### src/rtl/core/bfg_pkg.sv
// Shared constants, codes and types for the grayscale bilateral filter.
// No dependencies; the top, front end, queue, engine and bench import this package.
`timescale 1ns / 1ps
package bfg_pkg;

  localparam int MAX_RADIUS_DEF  = 3;
  localparam int MAX_WIDTH_DEF   = 1024;
  localparam int WEIGHT_BITS_DEF = 16;
  localparam int MAX_HEIGHT      = 1024;
  localparam int RANGE_DEPTH     = 256;
  localparam int QUEUE_DEPTH     = 4;
  localparam int CFG_BITS        = 11;
  localparam int CFG_INDEX_BITS  = 2;
  localparam int POS_BITS        = 10;

  localparam logic [CFG_BITS-1:0] WIDTH_RESET  = 11'd640;
  localparam logic [CFG_BITS-1:0] HEIGHT_RESET = 11'd480;
  localparam logic [1:0]          RADIUS_RESET = 2'd2;

  localparam logic [CFG_INDEX_BITS-1:0] REG_IMAGE_WIDTH   = 2'd0;
  localparam logic [CFG_INDEX_BITS-1:0] REG_IMAGE_HEIGHT  = 2'd1;
  localparam logic [CFG_INDEX_BITS-1:0] REG_WINDOW_RADIUS = 2'd2;

  localparam logic [1:0] OP_LOAD_SPATIAL = 2'd0;
  localparam logic [1:0] OP_LOAD_RANGE   = 2'd1;
  localparam logic [1:0] OP_PIXEL        = 2'd2;

  typedef enum logic [1:0] {
    KIND_SPATIAL,
    KIND_RANGE,
    KIND_PIXEL
  } kind_t;

  typedef enum logic [2:0] {
    BK_IDLE,
    BK_CENTRE,
    BK_TAPS,
    BK_DRAIN,
    BK_DIV,
    BK_DONE
  } back_state_t;

endpackage

### src/rtl/core/bfg_queue.sv
// Short FIFO of work entries between the front end and the filter engine.
// Depends on bfg_pkg for its default depth.
`timescale 1ns / 1ps
module bfg_queue import bfg_pkg::*; #(
  parameter int  DEPTH   = QUEUE_DEPTH,
  parameter type entry_t = logic
) (
  input  logic   clk,
  input  logic   rst,
  input  logic   push_valid,
  output logic   push_ready,
  input  entry_t push_data,
  output logic   pop_valid,
  input  logic   pop,
  output entry_t pop_data
);

  localparam int PB = $clog2(DEPTH);

  entry_t        slots [DEPTH];
  logic [PB-1:0] head, tail;
  logic [PB:0]   count;
  logic          do_push, do_pop;

  assign push_ready = count != (PB + 1)'(DEPTH);
  assign pop_valid  = count != '0;
  assign pop_data   = slots[head];
  assign do_push    = push_valid && push_ready;
  assign do_pop     = pop && pop_valid;

  always_ff @(posedge clk) begin
    if (do_push) slots[tail] <= push_data;
  end

  always_ff @(posedge clk) begin
    if (rst) begin
      head  <= '0;
      tail  <= '0;
      count <= '0;
    end else begin
      if (do_push) tail <= (tail == PB'(DEPTH - 1)) ? '0 : tail + PB'(1);
      if (do_pop)  head <= (head == PB'(DEPTH - 1)) ? '0 : head + PB'(1);
      if (do_push && !do_pop)      count <= count + (PB + 1)'(1);
      else if (do_pop && !do_push) count <= count - (PB + 1)'(1);
    end
  end

endmodule

### config.mk
export PLATFORM = sky130hd
export DESIGN_NAME = bfg_queue
export DESIGN_NICKNAME = d
export VERILOG_FILES = /design/src/rtl/core/bfg_pkg.sv /design/src/rtl/core/bfg_queue.sv
export SDC_FILE = /design/constraint.sdc
export NUM_CORES = 1
export LEC_CHECK = 0
export BUFFER_PORTS_ARGS = -buffer_cell sky130_fd_sc_hd__buf_2
export CAP_MARGIN = 0
export CORE_MARGIN = 2
export CORE_UTILIZATION = 27
export DETAILED_ROUTE_END_ITERATION = 10
export SLEW_MARGIN = 25
export SYNTH_ARGS = -nofsm -noshare
export SYNTH_HDL_FRONTEND = slang
export SYNTH_SLANG_ARGS = --single-unit
### constraint.sdc
create_clock -name clk -period 3.24 [get_ports clk]
set_input_delay 0.486 -clock clk [delete_from_list [all_inputs] [get_ports clk]]
set_output_delay 0.486 -clock clk [all_outputs]
set_load 0.02 [all_outputs]
After elaboration in Yosys (flattened, before gate mapping) --
Memory sizes are Yosys's and may differ from the RTL's. A register that Yosys moved wholly into a read port is not among the register bits. Index checks and enable logic that the tools add are counted.
Word-level totals: RAM bits 4, input bits 5, bits in registers 7, output and inout bits 3, logic and storage cells 27, memories 1
Memory list:
- slots | depth 4, bits a word 1, read ports 1, clocked after Yosys merged registers in 1, write ports 1, RTL line bfg_queue.sv:20 | entry_t slots [DEPTH];
Cells by class: mux-type cells 8, add/subtract/negate cells 4, equal/unequal tests 3, reduce and logical (&&, ||, !) cells 8
Operators with widths (count):
- 2-bit two-way mux | 4
- 3-bit two-way mux | 2
- 2-bit by 1-bit adder with 2-bit output (second input constant) | 2
- 2-bit == test (second input constant) | 2
- 1-bit logical AND | 4
- 3-bit by 1-bit adder with 3-bit output (second input constant) | 1
- 3-bit inequality test (second input constant) | 1
- 3-bit nonzero test | 1
- 3-bit by 1-bit subtractor with 3-bit output (second input constant) | 1
- 1-bit logical NOT | 2
- 1-bit two-way mux | 2
- 2-bit nonzero test | 1

Logic depth before layout (Yosys ltp) --
Gate-level depths: netlist of the first run.
depth in word-level cells 6, depth in mapped cells 9, gate-level depth less buffers 8

Worst setup path after synthesis of the first run --
Ideal clock, no wire load.
path kind flip-flop to flip-flop, from reg count[0], to reg count[2], data arrival time 2.149 ns, path slack 1.021 ns, cell stages (with the launch flop) 10, cells stage by stage dfxtp_1 > or3b_1 > clkbuf_2 > and2_4 > ha_1 > inv_1 > fa_1 > xor2_1 > or3_2 > a21oi_1
On the way: longest elaborated chain between the ends 5
Ends and longest elaborated chain:
- start, declared | RTL line bfg_queue.sv:22 | logic [PB:0] count;
- start signal, assigned | RTL line bfg_queue.sv:43 | if (do_push && !do_pop) count <= count + (PB + 1)'(1);
- start signal, assigned | RTL line bfg_queue.sv:44 | else if (do_pop && !do_push) count <= count - (PB + 1)'(1);
- 3-bit inequality test (*) | RTL line bfg_queue.sv:25 | assign push_ready = count != (PB + 1)'(DEPTH);
- net push_ready | RTL line bfg_queue.sv:11 | output logic push_ready,
- 1-bit logical AND (*) | RTL line bfg_queue.sv:28 | assign do_push = push_valid && push_ready;
- net do_push | RTL line bfg_queue.sv:23 | logic do_push, do_pop;
- 1-bit logical NOT | RTL line bfg_queue.sv:44
- 1-bit logical AND | RTL line bfg_queue.sv:44
- 2-bit nonzero test (no source line)
The timed path passes the listed nets; every way through them passes the cells marked *. The select of a mux whose other input is x is not followed. A chain may end at the register's enable or synchronous reset.

Final worst setup path of the first run --
from reg count[1], to reg count[2]
On the way: longest elaborated chain between the ends 5
Ends and longest elaborated chain:
- parallel branches: the longest is 5 deep, another holds 3-bit by 1-bit subtractor with 3-bit output
Parallel ways; which one is timed is not known. The select of a mux whose other input is x is not followed.

==> results.txt, run 1 <==
status = finished, final reports clean
Pre-antenna DRT Iters = 2
Remaining DRCs = 0
Yosys cell types = 24
DRT Wirelength = 934 um
PortBufs = 7
I/O pin count = 8
synthesized area per cell = 11.83 um^2
RSZ-0062 raised after global routing = no
CP Class = flop to flop
antenna violations before repair = 0
leakage = 0.3104 nW
Worst EP required = 3.44 ns
Ys Warns = 0
area leader, netlist = dfxtp_1
Die Footprint = 2723 um^2
top-area cell type share of the netlist area = 28.74%
Post-Syn Area = 626.9 um^2
sequential area share after synthesis = 47.90%
Place WS = 0.8882 ns
Max stage delay on crit path = 0.50 ns
Post-Syn Instances = 53
CP Capture Type = flop
DR WL/cell = 10.38 um
Post-synth EDFFs = 4
ANT cells = 0
fraction of layout cells with a size suffix above 1 = 30.65%
grt total ovfl = 0
Worst EP arrival = 2.54 ns
Hold Path Class = primary input to flop
WHS = 0.4357 ns
ys async rst share = 0%
# H-tree levels = 1
CTS Buffer Depth = 2
max-slew violations = 0
Final Hold Viols = 0
Max-slew headroom = 64.37%
reg2reg setup slack = 0.90 ns
Syn-to-layout area delta = 13.97%
Final Instance Area = 714.4 um^2
sw frac = 35.91%
cts hold-fix bufs = 0
final setup skew = 0.002223 ns
CTS clock-pin slew for the worst setup and hold paths = 0.08 ns
RR Endpoint = count[2]
FF-to-FF Start = count[1]
Setup Total Neg Slack = 0 ns
Via density = 4.467
post-CTS sizing = 0
crit path cell chain = o31ai_1 > ha_1 > inv_1 > fa_1 > xor2_1 > or3_2 > a21oi_1
Max Clk Rate = 426.6 MHz
P_sw = 0.2071 mW
Hold Path Cell Cnt = 1
Final HPWL DP = 752.3 um
GPL Wtd Cong = 0.7318
post-synthesis register bit count = 13
top post-synthesis cells by area = dfxtp_1 29%, edfxtp_1 19%, ha_1 12%, mux2i_1 4.8%, and3_2 4.8%
endpoints failing setup = 0
sequential power share = 42.5%
Critical Path Fanout Max = 5
gr usage total = 7.892%
antenna viol nets, final = 0
predominant post-synthesis flop cell = dfxtp_1
clock root buffer = clkbuf_4
postcts setup bufs = 0
Critical-path top delay cell = o31ai_1
fin nets = 75
Clock power frac = 16.6%
Hold Path End = slots[1]
Tot Pwr = 0.5769 mW
hold_sp = push_data
number of fill cells = 240
Iter 0 DRT Violations = 6
largest net degree at the start of global routing = 10
die height = 52.19 um
crit start category = flop
fin crit share = 72.35%
total core area = 2212 um^2
Slew @ Worst Pin = 0.5300 ns
Max IR drop VDD = 0.0004453 V
max cap viols = 0
TritonCTS Buffers = 3
CTS tree = built
vias in the first global route = 368
placed cell area = 688.2 um^2
r2r worst-path depth = 7
CTS sink count = 13
internal power = 0.3698 mW
initial core utilization = 28.34%
row cnt = 17
latest clock arrival within the worst-skew pair = 0.26 ns
combinational share of power = 40.9%
Via Count = 402
worst setup margin = 0.8959 ns
Post-Syn Nets = 65
min Tclk post-route = 2.344 ns
die width = 52.19 um
first-pass GRT wire length = 1531 um
pwr/cell area = 807.5 nW/um^2
-- power groups by stage --
stage | Combinational [mW] | Clock [mW] | Sequential, mW
after floorplan | 0.194 | 0 | 0.241
after global placement | 0.232 | 0 | 0.248
after detailed placement | 0.240 | 0 | 0.250
after CTS | 0.241 | 0.101 | 0.246
after global routing | 0.262 | 0.109 | 0.252
final | 0.236 | 0.0959 | 0.245
-- worst max-delay path, delay by kind of cell, from the launching register on --
kind / cells / cell delay [ns]
xor+xnor: 1 / 0.15
flops: 1 / 0.36
compound gates: 2 / 0.65
fa+ha+maj: 2 / 0.66
buf+inv: 1 / 0.06
simple gates: 1 / 0.41
-- placed cells by master (no fill, tap or decap), drive strengths merged, types with 2 or more instances in the layout --
cell,instances
dfxtp,9
buf,7
ha,6
and3,4
edfxtp,4
clkbuf,4
inv,3
nor2,3
mux2i,3
or3,3
xor2,2
a21oi,2
nand2b,2
o31ai,2
-- metrics by stage --
step / instances / utilization [%]
final: 90 / 32.30
after global routing: 90 / 32.30
after CTS: 90 / 32.30
after detailed placement: 86 / 31.11
after global placement: 86 / 31.11
after floorplan: 53 / -
-- synth_stat cells, drive strengths merged, types with 2 or more instances --
| master | instances |
|---|---|
| dfxtp | 9 |
| o31ai | 2 |
| inv | 3 |
| ha | 6 |
| mux2i | 3 |
| xor2 | 2 |
| nand2b | 2 |
| edfxtp | 4 |
| clkbuf | 2 |
| a21oi | 2 |
| and3 | 4 |
| or3 | 3 |
| nor2 | 3 |
-- worst max path at each step --
stage | startpoint | to | slack, ns | depth (start not counted)
after floorplan | count[0] | count[2] | 1.02 | 9
after CTS | count[1] | count[2] | 0.87 | 7
after global placement | count[1] | count[2] | 0.98 | 7
final | count[1] | count[2] | 0.90 | 7
after global routing | count[1] | count[2] | 0.70 | 7
after detailed placement | count[1] | count[2] | 0.89 | 7
-- routing by layer --
layer	up-vias	wire, um	GRT usage [%]	share of wire, %
met5	-	0	0	0
met4	0	10	5.128	1.1
met3	2	32	2.857	3.4
met2	4	453	12.87	49
met1	194	438	8.571	47
li1	202	-	-	-
-- cell type report --
type	count	area (um^2)	area share, %
clock buffers	4	26.28	3.678
inverters	3	11.26	1.576
multi-input cells	35	306.5	42.91
flip-flops and latches	13	300.3	42.03
well taps	28	35.03	4.904
repair buffers	7	35.03	4.904
-- kinds of logic (layout without fill, tap and decap cells) --
| kind of cell | after synthesis | count (layout) | synth area share (%) |
|---|---|---|---|
| AO/OA/AOI/OAI | 5 | 5 | 5.588 |
| flip-flops | 13 | 13 | 47.90 |
| adder cells (fa/ha/maj) | 7 | 7 | 15.17 |
| AND/OR/NAND/NOR | 17 | 17 | 16.96 |
| buffers and inverters | 5 | 14 | 3.192 |
| XOR/XNOR | 2 | 2 | 2.795 |
| multiplexers | 4 | 4 | 8.383 |
No activity file was read; power rests on OpenSTA's default activity.
==> run 2, diff against run 1 <==
- clock period: 3.24 -> 2.35 ns (I/O delays scaled with it)
==> run 2 against run 1 <==
Net effect:
- critical path depth increased by 1
- combinational power grew 46%
- via count shrank 1.7%
- utilization rose by 0.68 points
- register-to-register slack got worse by 0.71 ns
- setup slack got worse by 0.71 ns
- largest power group is now combinational cells
- first-iteration DRC count decreased by 50%
- worst hold slack got worse by 0.13 ns
- clock power up 37%
- fmax grew 8.5%
- cell area is 2.1% higher
==> results.txt, run 2 (synthesized netlist as in run 1, its figures left out) <==
endpoints failing setup = 0
min Tclk post-route = 2.161 ns
Max-slew headroom = 80.00%
Syn-to-layout area delta = 16.37%
Worst EP required = 2.55 ns
Pre-antenna DRT Iters = 2
cts hold-fix bufs = 0
ANT cells = 0
DR WL/cell = 9.826 um
status = finished, final reports clean
Via density = 4.293
post-CTS sizing = 0
leakage = 0.3191 nW
# H-tree levels = 1
PortBufs = 7
CTS clock-pin slew for the worst setup and hold paths = 0.07 ns
grt total ovfl = 0
crit path launch = count[0]
Iter 0 DRT Violations = 3
largest net degree at the start of global routing = 10
RSZ-0062 raised after global routing = no
clock root buffer = clkbuf_4
Setup Total Neg Slack = 0 ns
CP Class = flop to flop
max cap viols = 0
Critical Path Fanout Max = 5
fin crit share = 91.97%
Remaining DRCs = 0
pwr/cell area = 1117 nW/um^2
latest clock arrival within the worst-skew pair = 0.26 ns
worst setup margin = 0.1887 ns
Hold Path Class = primary input to flop
crit start category = flop
I/O pin count = 8
initial core utilization = 28.34%
Via Count = 395
Die Footprint = 2723 um^2
die width = 52.19 um
Place WS = 0.1986 ns
vias in the first global route = 372
CTS Buffer Depth = 2
final setup skew = 0.0003601 ns
reg2reg setup slack = 0.19 ns
fin nets = 77
crit path cell chain = or3b_1 > and2_4 > ha_1 > inv_1 > fa_1 > xor2_1 > or3_2 > a21oi_1
antenna violations before repair = 0
Critical-path top delay cell = dfxtp_1
CP Capture Type = flop
gr usage total = 7.846%
first-pass GRT wire length = 1545 um
fraction of layout cells with a size suffix above 1 = 32.81%
row cnt = 17
CTS tree = built
hold_sp = push_data
DRT Wirelength = 904 um
antenna viol nets, final = 0
total core area = 2212 um^2
FF-to-FF Start = count[0]
Final Hold Viols = 0
Max stage delay on crit path = 0.43 ns
Max IR drop VDD = 0.0004276 V
CTS sink count = 13
TritonCTS Buffers = 3
Slew @ Worst Pin = 0.2975 ns
commonest cells after routing, fill and taps aside = 9 x dfxtp_1, 7 x buf_2, 6 x ha_1
die height = 52.19 um
max-slew violations = 0
GPL Wtd Cong = 0.7581
postcts setup bufs = 0
leading cell type in the layout, fill and taps excluded = dfxtp_1
Worst EP arrival = 2.36 ns
Max Clk Rate = 462.7 MHz
Tot Pwr = 0.8150 mW
==> run 2: changes by cell type in the layout (fill, tap and decap cells not counted) <==
cell / previous run / this run
buf_4: 0 / 2
==> run 2: worst paths after layout <==
path         endpoint  cells past startpoint
max          count[2]                      8
min reg2reg      flop                      2
min          slots[1]                      1
max reg2reg  count[2]                      8
==> run 2: worst max-delay path: cells and delay by family, from the launching register on <==
| family | cells | cell delay, ns |
|---|---|---|
| and+or+nand+nor | 3 | 0.74 |
| AOI/OAI and AO/OA | 1 | 0.15 |
| buffers and inverters | 1 | 0.06 |
| adders and majority gates | 2 | 0.55 |
| DFF | 1 | 0.43 |
| xor gates and xnor gates | 1 | 0.15 |
==> run 2: layout make-up <==
type                    instances  area (um^2)
clock buffers                   4        26.28
fillers                       247         1483
inverters                       3        11.26
multi-input cells              35        306.5
flip-flops and latches         13        300.3
well taps                      28        35.03
repair buffers                  9        50.05
==> run 2: per-stage QoR <==
stage               hold slack, ns  area (um^2)  std cells  util (%)
CTS                         0.2976        729.5         92     32.98
floorplan                   0.4514        626.9         53         -
global route                0.2950        729.5         92     32.98
global placement            0.4851        703.2         88     31.79
finish                      0.3042        729.5         92     32.98
detailed placement          0.4919        703.2         88     31.79
==> run 2: per-layer routing <==
metal  part of all wire [%]  vias to the layer above  routed length [um]  global-route usage, %
met2                     47                        4                 423                  12.45
met4                    1.0                        0                   9                  3.846
met1                     48                      180                 430                  9.336
met3                    4.5                        2                  41                  2.857
met5                      0                        -                   0                      0
li1                       -                      209                   -                      -
==> run 2: power breakdown <==
group / internal (mW) / leakage [nW] / switching, mW
logic: 0.175 / 0.193 / 0.171
clock network: 0.0655 / 0.0150 / 0.0659
registers: 0.288 / 0.111 / 0.0500
total: 0.528 / 0.319 / 0.287
